==> config.mk <==
export PLATFORM = sky130hd
export DESIGN_NAME = gtnsa_div
export DESIGN_NICKNAME = d
export VERILOG_FILES = /design/src/rtl/core/grid_tile_nearest_scale_address_macros.svh /design/src/rtl/core/gtnsa_pkg.sv /design/src/rtl/core/gtnsa_div.sv
export SDC_FILE = /design/constraint.sdc
export NUM_CORES = 1
export LEC_CHECK = 0
export BUFFER_PORTS_ARGS = -buffer_cell sky130_fd_sc_hd__buf_4
export CORE_UTILIZATION = 50
export CTS_CLUSTER_SIZE = 25
export DETAILED_ROUTE_END_ITERATION = 6
export PLACE_DENSITY = 0.62
export SYNTH_ARGS = -nofsm -noshare
export SYNTH_HDL_FRONTEND = slang
export SYNTH_SLANG_ARGS = --single-unit
==> constraint.sdc <==
create_clock -name clock -period 15.97 [get_ports clock]
set_input_delay 2.3955 -clock clock [delete_from_list [all_inputs] [get_ports clock]]
set_output_delay 2.3955 -clock clock [all_outputs]
set_load 0.01 [all_outputs]
==> src/rtl/core/grid_tile_nearest_scale_address_macros.svh <==
// Assertion helpers for the core module that includes them.
`ifndef GRID_TILE_NEAREST_SCALE_ADDRESS_MACROS_SVH
`define GRID_TILE_NEAREST_SCALE_ADDRESS_MACROS_SVH

// Same-cycle implication, sampled on the core clock, off during reset.
`define GTNSA_ASSERT_NOW(lbl, ante, cons) \
   lbl: assert property (@(posedge clock) disable iff (reset) (ante) |-> (cons)) \
      else $error("assertion failed");

// Next-cycle implication, sampled on the core clock, off during reset.
`define GTNSA_ASSERT_NEXT(lbl, ante, cons) \
   lbl: assert property (@(posedge clock) disable iff (reset) (ante) |=> (cons)) \
      else $error("assertion failed");

`endif

==> src/rtl/core/gtnsa_pkg.sv <==
package gtnsa_pkg;

   localparam int MAX_TILES     = 64;
   localparam int MAX_DIMENSION = 4096;

   localparam int DIM_W  = 13;
   localparam int POS_W  = 12;
   localparam int FC_W   = 7;
   localparam int TILE_W = 6;
   localparam int GRID_W = 4;

   // long divider: 25-bit dividend, 13-bit divisor, 14 quotient bits
   localparam int DIV_NUM_W  = 25;
   localparam int DIV_Q_W    = 14;
   localparam int DIV_BPS    = 2;
   localparam int DIV_STAGES = DIV_Q_W / DIV_BPS;

   localparam logic [1:0] ADDR_OUT_WIDTH   = 2'd0;
   localparam logic [1:0] ADDR_OUT_HEIGHT  = 2'd1;
   localparam logic [1:0] ADDR_FRAME_COUNT = 2'd2;

   function automatic logic [DIM_W-1:0] sat_dim(logic [DIM_W-1:0] v);
      return (v > DIM_W'(MAX_DIMENSION)) ? DIM_W'(MAX_DIMENSION) : v;
   endfunction

   // smallest c with c*c >= count
   function automatic logic [GRID_W-1:0] cols_of(logic [FC_W-1:0] count);
      logic [GRID_W-1:0] c;
      if (count <= 7'd1) c = 4'd1;
      else if (count <= 7'd4) c = 4'd2;
      else if (count <= 7'd9) c = 4'd3;
      else if (count <= 7'd16) c = 4'd4;
      else if (count <= 7'd25) c = 4'd5;
      else if (count <= 7'd36) c = 4'd6;
      else if (count <= 7'd49) c = 4'd7;
      else c = 4'd8;
      return c;
   endfunction

   // compare-and-subtract division of a small value by a grid dimension,
   // good while the quotient stays below 16: returns {quotient, remainder}
   function automatic logic [7:0] grid_divmod(logic [7:0] n, logic [GRID_W-1:0] d);
      logic [7:0] r;
      logic [7:0] dd;
      logic [3:0] q;
      r = n;
      q = '0;
      for (int k = 3; k >= 0; k--) begin
         dd = {4'd0, d} << k;
         if (r >= dd) begin
            r    = r - dd;
            q[k] = 1'b1;
         end
      end
      return {q, r[3:0]};
   endfunction

   function automatic logic [GRID_W-1:0] rows_of(logic [FC_W-1:0] count,
                                                 logic [GRID_W-1:0] cols);
      logic [7:0] n;
      logic [7:0] dm;
      n  = {1'b0, count} + {4'd0, cols} - 8'd1;
      dm = grid_divmod(n, cols);
      return dm[7:4];
   endfunction

   function automatic logic [2:0] tile_col(logic [TILE_W-1:0] t, logic [GRID_W-1:0] cols);
      logic [7:0] dm;
      dm = grid_divmod({2'd0, t}, cols);
      return dm[2:0];
   endfunction

   function automatic logic [2:0] tile_row(logic [TILE_W-1:0] t, logic [GRID_W-1:0] cols);
      logic [7:0] dm;
      dm = grid_divmod({2'd0, t}, cols);
      return dm[6:4];
   endfunction

endpackage

==> src/rtl/core/gtnsa_div.sv <==
module gtnsa_div (
   input  logic                              clock,
   input  logic                              advance,
   input  logic [gtnsa_pkg::DIV_NUM_W-1:0]   num,
   input  logic [gtnsa_pkg::DIM_W-1:0]       den,
   output logic [gtnsa_pkg::DIV_Q_W-1:0]     quo
);
   import gtnsa_pkg::*;

   logic [DIM_W-1:0]   rem_ff  [DIV_STAGES];
   logic [DIV_Q_W-1:0] bits_ff [DIV_STAGES];
   logic [DIV_Q_W-1:0] quo_ff  [DIV_STAGES];
   logic [DIM_W-1:0]   den_ff  [DIV_STAGES];

   logic [DIM_W-1:0]   rem_in  [DIV_STAGES];
   logic [DIV_Q_W-1:0] bits_in [DIV_STAGES];
   logic [DIV_Q_W-1:0] quo_in  [DIV_STAGES];
   logic [DIM_W-1:0]   den_in  [DIV_STAGES];

   logic [DIM_W-1:0]   rem_src  [DIV_STAGES];
   logic [DIV_Q_W-1:0] bits_src [DIV_STAGES];
   logic [DIV_Q_W-1:0] quo_src  [DIV_STAGES];
   logic [DIM_W-1:0]   den_src  [DIV_STAGES];

   for (genvar s = 0; s < DIV_STAGES; s++) begin : g_stage
      if (s == 0) begin : g_head
         assign rem_src[s]  = DIM_W'(num[DIV_NUM_W-1:DIV_Q_W]);
         assign bits_src[s] = num[DIV_Q_W-1:0];
         assign quo_src[s]  = '0;
         assign den_src[s]  = den;
      end else begin : g_body
         assign rem_src[s]  = rem_ff[s-1];
         assign bits_src[s] = bits_ff[s-1];
         assign quo_src[s]  = quo_ff[s-1];
         assign den_src[s]  = den_ff[s-1];
      end

      always_comb begin
         logic [DIM_W-1:0]   r;
         logic [DIV_Q_W-1:0] b;
         logic [DIV_Q_W-1:0] q;
         logic [DIM_W-1:0]   d;
         logic [DIM_W:0]     r2;
         r = rem_src[s];
         b = bits_src[s];
         q = quo_src[s];
         d = den_src[s];
         // restoring steps, one quotient bit each
         for (int k = 0; k < DIV_BPS; k++) begin
            r2 = {r, b[DIV_Q_W-1]};
            b  = {b[DIV_Q_W-2:0], 1'b0};
            if (r2 >= {1'b0, d}) begin
               r = DIM_W'(r2 - {1'b0, d});
               q = {q[DIV_Q_W-2:0], 1'b1};
            end else begin
               r = r2[DIM_W-1:0];
               q = {q[DIV_Q_W-2:0], 1'b0};
            end
         end
         rem_in[s]  = r;
         bits_in[s] = b;
         quo_in[s]  = q;
         den_in[s]  = d;
      end

      always_ff @(posedge clock) begin
         if (advance) begin
            rem_ff[s]  <= rem_in[s];
            bits_ff[s] <= bits_in[s];
            quo_ff[s]  <= quo_in[s];
            den_ff[s]  <= den_in[s];
         end
      end
   end

   assign quo = quo_ff[DIV_STAGES-1];

endmodule

Yosys cells after proc, flatten, opt, wreduce, memory -nomap -nowiden
Memories as Yosys holds them, arrays and structs flattened.
Cells that the tools add are included.
Cells by class
  add/sub/neg operators: 14
  magnitude comparators: 14
  mux-type cells: 30
Operators with widths (count)
  greater-or-equal comparator 14 x 13 -> 1 bit: 13
  2-to-1 mux 13 bit: 14
  subtractor 13 bit: 13
  2-to-1 mux 1 bit: 16
  greater-or-equal comparator 12 x 13 -> 1 bit: 1
  subtractor 12 x 13 -> 13 bit: 1
Storage, ports and cells
  register bits after elaboration: 0
  bits in writable memories: 364
  input bits: 40
  output and inout bits: 14
  word-level logic and storage cells: 62
  memories kept: 4
Memory list
  quo_ff: words 7, width 14, read ports 7, clocked after Yosys merged registers in 0, wr ports 7, RTL line gtnsa_div.sv:12  | logic [DIV_Q_W-1:0] quo_ff [DIV_STAGES];
  den_ff: words 7, width 13, read ports 6, clocked after Yosys merged registers in 0, wr ports 7, RTL line gtnsa_div.sv:13  | logic [DIM_W-1:0] den_ff [DIV_STAGES];
  rem_ff: words 7, width 13, read ports 6, clocked after Yosys merged registers in 0, wr ports 7, RTL line gtnsa_div.sv:10  | logic [DIM_W-1:0] rem_ff [DIV_STAGES];
  bits_ff: words 7, width 12, read ports 6, clocked after Yosys merged registers in 0, wr ports 7, RTL line gtnsa_div.sv:11  | logic [DIV_Q_W-1:0] bits_ff [DIV_STAGES];

Depth between registers and ports, before layout
Gate-level depths: netlist of the first run.
An unclocked memory read counts as a cell.
  depth in word-level cells: 5
  depth in mapped cells: 23
  gate-level depth less buffers: 21

Worst setup path after synthesis of the first run
No wires, ideal clock.
  kind: in2reg
  from: input den[2] in the netlist's numbering
  to: memory rem_ff[0][10], data pin
  setup time: 0.260 ns
  data arrival time: 6.542 ns
  data required time: 15.710 ns
  setup slack: 9.168 ns
  stages: 20
  path buffers: 2
  cell sequence: inv_1 > ha_1 > o21ai_0 > a21oi_1 > o221ai_1 > a311oi_1 > o211ai_1 > and2_0 > clkbuf_1 > mux2_2 > fa_1 > nor2b_1 > o21ai_0 > a21oi_1 > nor2_1 > o2111ai_1 > a21oi_1 > o221ai_2 > buf_2 > mux2_2
RTL lines
  from (decl): RTL line gtnsa_div.sv:5  | input logic [gtnsa_pkg::DIM_W-1:0] den,
  to (decl): RTL line gtnsa_div.sv:10

==> results of run 1 <==
==> registers in the layout (all words and copies together), names as in the netlist <==
signal,count
bits_ff,42
quo_ff,56
den_ff,78
rem_ff,78
==> cell usage in the layout, fill, tap and decap left out, types with 18 or more instances in the layout <==
cell type  netlist  layout
a211oi_1        19      19
a21o_1          25      25
a21oi_1        124     124
buf_4            0      60
clkbuf_16        0      29
edfxtp_1       254     254
ha_1           181     181
inv_1          146     146
mux2_2         103     103
nand2_1         81      81
nand2b_1        18      18
nand3_1         21      21
nand4_1         31      31
nor2_1          94      94
nor2b_1         25      25
nor3_1          47      47
o21a_1          19      19
o21ai_0         86      86
xnor2_1         85      85
xor2_1          37      37
==> layer usage <==
layer	GRT usage, %	vias to the layer above
li1	-	6010
met5	0	-
met2	35.4	209
met3	2.34	68
met1	26.9	5659
met4	7.07	0
==> cell type report <==
cell class	count	share of cell area, %
sequential	254	39.7
tap	448	2.92
clock inverter	20	1.19
clock buffer	32	3.84
multi-input combinational	1162	47.0
timing repair buffer	61	2.42
inverter	146	2.85
==> per-stage QoR <==
stage                     std cells  cell area [um^2]
final                          2123             19200
after global routing           2123             19200
after CTS                      2123             19200
after detailed placement       2071             18200
after global placement         2071             18200
after floorplan                1583             17300
==> how the worst max path moves through the flow <==
stage	endpoint	cells past startpoint	from	slack (ns)
5_1_grt	rem_ff[0][9]	19	den[2]	8.32
3_3_place_gp	rem_ff[0][7]	19	den[2]	8.24
6_report	rem_ff[0][5]	19	den[2]	8.57
2_1_floorplan	rem_ff[0][10]	20	den[2]	9.17
4_1_cts	rem_ff[0][5]	19	den[2]	8.65
3_5_place_dp	rem_ff[0][9]	19	den[2]	8.06
==> power groups by stage <==
stage,registers [uW],clock network (uW),logic (uW)
CTS,1130,694,2990
detailed placement,1140,0,2960
global route,1140,717,3350
floorplan,1100,0,2420
global placement,1140,0,2940
finish,1130,677,3000
==> logic make-up after synthesis <==
family | Yosys count | share of synthesized area (%)
compound gates | 356 | 13.1
simple gates | 366 | 10.3
buf+inv | 167 | 3.73
fa+ha+maj | 194 | 14.6
mux | 124 | 7.97
flops | 254 | 44.1
xor+xnor | 122 | 6.18
==> metrics.txt, run 1 <==
Final setup viols 0; worst reg2reg path startpoint den_ff[2][0]; Post-Syn Instances between 1500 and 2000; clock share of power 14.1%; post-synth cell types 65; Final WS setup 8.57 ns; DR vias 11900; Residual DRC 0; ant diodes 0; register area 0.00763 mm^2; gp weighted congestion ~0.89; Die Wd 188 um; I/O Pins 54; sequential power share a little under a quarter; Max Root-Sink Buffers 3; Hold-fix buffers, CTS 0; Post-CTS Resized 0; P_int ~2900 uW; I/O Buffers 53; Met2 Wirelength between 15 and 20 mm; setup slack, reg-to-reg about 9.9 ns; grt ovf 0; Avg Cell Area, Syn 10.9 um^2; Pwr Density 250 mW/mm^2; fill cell count just under 3000; Slew headroom 31.6%; total chip power just under 5000 uW; mapped cell area 0.0173 mm^2; Starting Density 51.2%; Top FF cell, synth edfxtp_1; Worst Hold Class flop to flop; Met3 Wirelength 1.03 mm; CTS sink count 254; max-slew violations 0; Net Switching 1910 uW; worst endpoint required time roughly 16 ns; Top Family by Delay on Critical Path compound AO/OA/AOI/OAI gates; FMAX 135 MHz; Commonest cells post-synth edfxtp_1 (254), ha_1 (181), inv_1 (146); vias in the first global route 11800; initial antenna violation count 0; Final Hold Fails 0; ys async rst share 0%; antenna viol nets, final 0; Highest Signal Layer met4; largest area contributor in the netlist edfxtp_1; vias per inst 5.63; Core Rows 67; combinational fraction of design power 62.5%; Met1 Routed Length 16.3 mm; Layout area overhead 11.0%; die area 0.0353 mm^2; fraction of layout cells with a size suffix above 1 between 10 and 15%; Worst Reg-to-Reg Cells 19; largest net degree at the start of global routing 99; Worst Path Arrival 7.71 ns; switch share between 30 and 40%; Nets 1888; startpoint types input port; most common cell in the netlist edfxtp_1; CP bufs+invs 2; status finished clean; VDD IR max 0.000111 V; Leak 0.00777 uW; Root Buffer clkbuf_16; crit-path cells buf_4 -> inv_1 -> ha_1 -> o21ai_0 -> a21oi_1 -> o221ai_1 -> a311oi_1 -> o211ai_1 -> and2_0 -> mux2_2 -> fa_1 -> nor2b_1 -> o21ai_0 -> a21oi_1 -> nor2_1 -> o2111ai_1 -> a21oi_1 -> o221ai_2 -> mux2_2; clock-pin slew of the registers on the worst-case setup and hold paths 0.06 ns; Final period util ~46%; worst skew pair latency approximately 0.56 ns; largest cells by area after synthesis edfxtp_1 (44%), ha_1 (13%), mux2_2 (6.7%); final clock skew 0.0141 ns; gr usage total 20.6%; Post-Route Utilization 56.8%; Max-Cap Viols 0; initial DRC count slightly below 600; HP Start bits_ff[0][1]; kind of critical path input port to flop; Least-Margin Pin Slew 1.03 ns; Mapped Nets 1817; mean routed wirelength per cell 16.9 um; Yosys top cell area share 44.1%; RSZ-0062 raised after global routing false; Post-synth EDFFs 254; first-pass GRT wire length 59.1 mm; Critical Path Fanout Max 14; crit end category flop; CORE AREA 0.0338 mm^2; CTS tree done; CTS Buf Count 29; dpl ws a little over 8 ns; Hold Path Sink bits_ff[1][3]; post-synthesis register bit count around 250; hold depth 0; htree depth 1; HPWL Detailed 27.5 mm; TritonRoute pass-1 iters 5; crit-path max cell delay 0.79 ns; post-CTS setup buffer count 0; sequential element share of the synthesized area between 40% and 50%; footprint of the multi-input gates 0.00903 mm^2; most used cell, CP a21oi_1; CP max-delay cell and2_0; Fin Hold WS slightly above 0.4 ns; Detailed Route WL 35.9 mm; minimum clock period 7.40 ns; synth warn 0; Final TNS setup 0 ns; Die H 188 um; R2R Path End rem_ff[3][3]
Power figures use the tool's default switching activity.
==> run 2: changes to the inputs <==
--- a/config.mk
+++ b/config.mk
@@ -9,7 +9,7 @@
 export CORE_UTILIZATION = 50
 export CTS_CLUSTER_SIZE = 25
 export DETAILED_ROUTE_END_ITERATION = 6
-export PLACE_DENSITY = 0.62
+export PLACE_DENSITY = 0.65
 export SYNTH_ARGS = -nofsm -noshare
 export SYNTH_HDL_FRONTEND = slang
 export SYNTH_SLANG_ARGS = --single-unit
==> constraint.sdc (replaced) <==
create_clock -name clock -period 6.2 [get_ports clock]
set_input_delay 0.93 -clock clock [delete_from_list [all_inputs] [get_ports clock]]
set_output_delay 0.93 -clock clock [all_outputs]
set_load 0.01 [all_outputs]
==> run 2 against run 1 <==
Via count is 0.31% lower. Clock-buffer cell count is 1 higher. Flip-flop and latch count stayed put. Clock power grew to 2.7 times the previous value. Critical path depth is 1 lower. Global-route usage hardly changed. Wire length is 0.93% higher. Worst setup slack worse by 8.0 ns. Power grew to 2.6 times the previous value. Critical endpoint is now rem_ff[2][3].
==> metrics.txt, run 2 (same netlist as run 1, synthesis figures left out) <==
CTS sink count 254; mean routed wirelength per cell 17.1 um; Regs by FF count den_ff: 78 flops, rem_ff: 78 flops, quo_ff: 56 flops; Hold-fix buffers, CTS 0; DR vias 11900; initial DRC count 827; Core Rows 67; crit-path cells inv_1 -> fa_1 -> a211oi_1 -> o21ai_0 -> a21oi_1 -> o21ai_0 -> o32ai_2 -> buf_4 -> o21ai_0 -> ha_1 -> a21oi_1 -> o21ai_0 -> nor3_1 -> o221ai_1 -> a21o_1 -> a221oi_1 -> inv_1 -> mux2_2; I/O Pins 54; minimum clock period 5.67 ns; first-pass GRT wire length 58.6 mm; Detailed Route WL 36.3 mm; kind of critical path flop to flop; I/O Buffers 53; CP bufs+invs 3; Die Wd 188 um; crit end category flop; initial antenna violation count 0; Pwr Density 646 mW/mm^2; Critical Path Fanout Max 19; Slew headroom 31.9%; fraction of layout cells with a size suffix above 1 approximately 14%; startpoint types flop; clock-pin slew of the registers on the worst-case setup and hold paths roughly 0.06 ns; crit-path max cell delay about 0.54 ns; Placed Area 0.0183 mm^2; most used cell, CP o21ai_0; CP max-delay cell edfxtp_1; final std cell area, no fill roughly 0.019 mm^2; gr usage total 20.6%; commonest non-fill, non-tap cell in the layout edfxtp_1; Final setup viols 0; Final Hold Fails 0; final clock skew 0.00710 ns; Fin Hold WS 0.416 ns; Post-CTS Resized 0; Max Root-Sink Buffers 3; Nets 1889; dpl cells a little over 2000; Starting Density 51.2%; fill cell count 2898; VDD IR max 0.000312 V; htree depth 1; worst skew pair latency 0.56 ns; largest net degree at the start of global routing 184; Final TNS setup 0 ns; ant diodes 0; FMAX 176 MHz; TritonRoute pass-1 iters 5; CTS Buf Count 28; CTS tree done; worst endpoint required time 6.51 ns; Leak 0.00779 uW; Top Family by Delay on Critical Path compound AO/OA/AOI/OAI gates; Final period util 91.5%; Worst Path Arrival 5.98 ns; CORE AREA ~0.034 mm^2; Worst Hold Class flop to flop; grt ovf 0; Die H 188 um; vias in the first global route 11500; max-slew violations 0; Least-Margin Pin Slew 1.02 ns; status finished clean; most frequent cells in the layout edfxtp_1 (254), ha_1 (181), inv_1 (146); Residual DRC 0; HPWL Detailed 27.9 mm; Max-Cap Viols 0; Final Non-Filler Cells 2124; gp weighted congestion 0.894; Layout area overhead 11.5%; antenna viol nets, final 0; post-CTS setup buffer count 0; Root Buffer clkbuf_16; RSZ-0062 raised after global routing false; vias per inst 5.61; die area 0.0353 mm^2
run 2: cell count changes in the layout (fill, tap and decap cells not counted):
cell        change
buf_12          +1
clkinv_4        -1
buf_4           +1
clkbuf_16       -1
clkinvlp_4      +1
clkbuf_1        +2
clkinv_1        -3
bufinv_16       +2
inv_6           +2
inv_8           +1
clkinv_2        -5
clkinv_8        +1
run 2: where the power goes:
part	switching (uW)	leakage (uW)	total, uW	internal [uW]
clock network	696	0.000487	1820	1130
logic	3960	0.00483	7690	3730
registers	243	0.00248	2930	2680
total	4900	0.00779	12400	7540
run 2: area by class of cell:
type	instances	area [um^2]	share of cell area [%]
timing repair buffer	63	493	2.56
tap	448	561	2.91
clock buffer	33	719	3.73
multi-input combinational	1162	9030	46.8
sequential	254	7630	39.6
inverter	146	548	2.84
clock inverter	18	297	1.54
run 2: per-stage QoR:
stage	setup WS, ns	power (uW)	utilization (%)
4_1_cts	0.482	12500	57.0
5_1_grt	0.143	13500	57.0
3_3_place_gp	0.501	10500	54.0
6_report	0.525	12400	57.0
2_1_floorplan	0.864	9070	-
3_5_place_dp	0.487	10600	54.0
run 2: metal layers:
metal	track usage [%]	vias up	part of all wire [%]
li1	-	6021	-
met1	27.5	5580	46
met2	34.7	243	47
met3	3.33	65	4.2
met4	5.63	0	2.6
met5	0	-	0
run 2: worst register-to-register path: stages (launching register included):
cell	delay, ns
edfxtp_1	0.54
inv_1	0.18
fa_1	0.50
a211oi_1	0.30
o21ai_0	0.17
a21oi_1	0.23
o21ai_0	0.21
o32ai_2	0.25
buf_4	0.30
o21ai_0	0.20
ha_1	0.37
a21oi_1	0.22
o21ai_0	0.15
nor3_1	0.26
o221ai_1	0.16
a21o_1	0.19
a221oi_1	0.41
inv_1	0.38
mux2_2	0.39
run 2: path summary, 6_finish.rpt:
path | start | to | slack [ns] | depth (start not counted)
hold / removal | bits_ff[1][9] | bits_ff[2][11] | 0.42 | 0
setup / recovery | den_ff[1][1] | rem_ff[2][3] | 0.53 | 18
hold reg to reg | bits_ff[1][9] | bits_ff[2][11] | 0.42 | 0
setup reg to reg | den_ff[1][1] | rem_ff[2][3] | 0.53 | 18
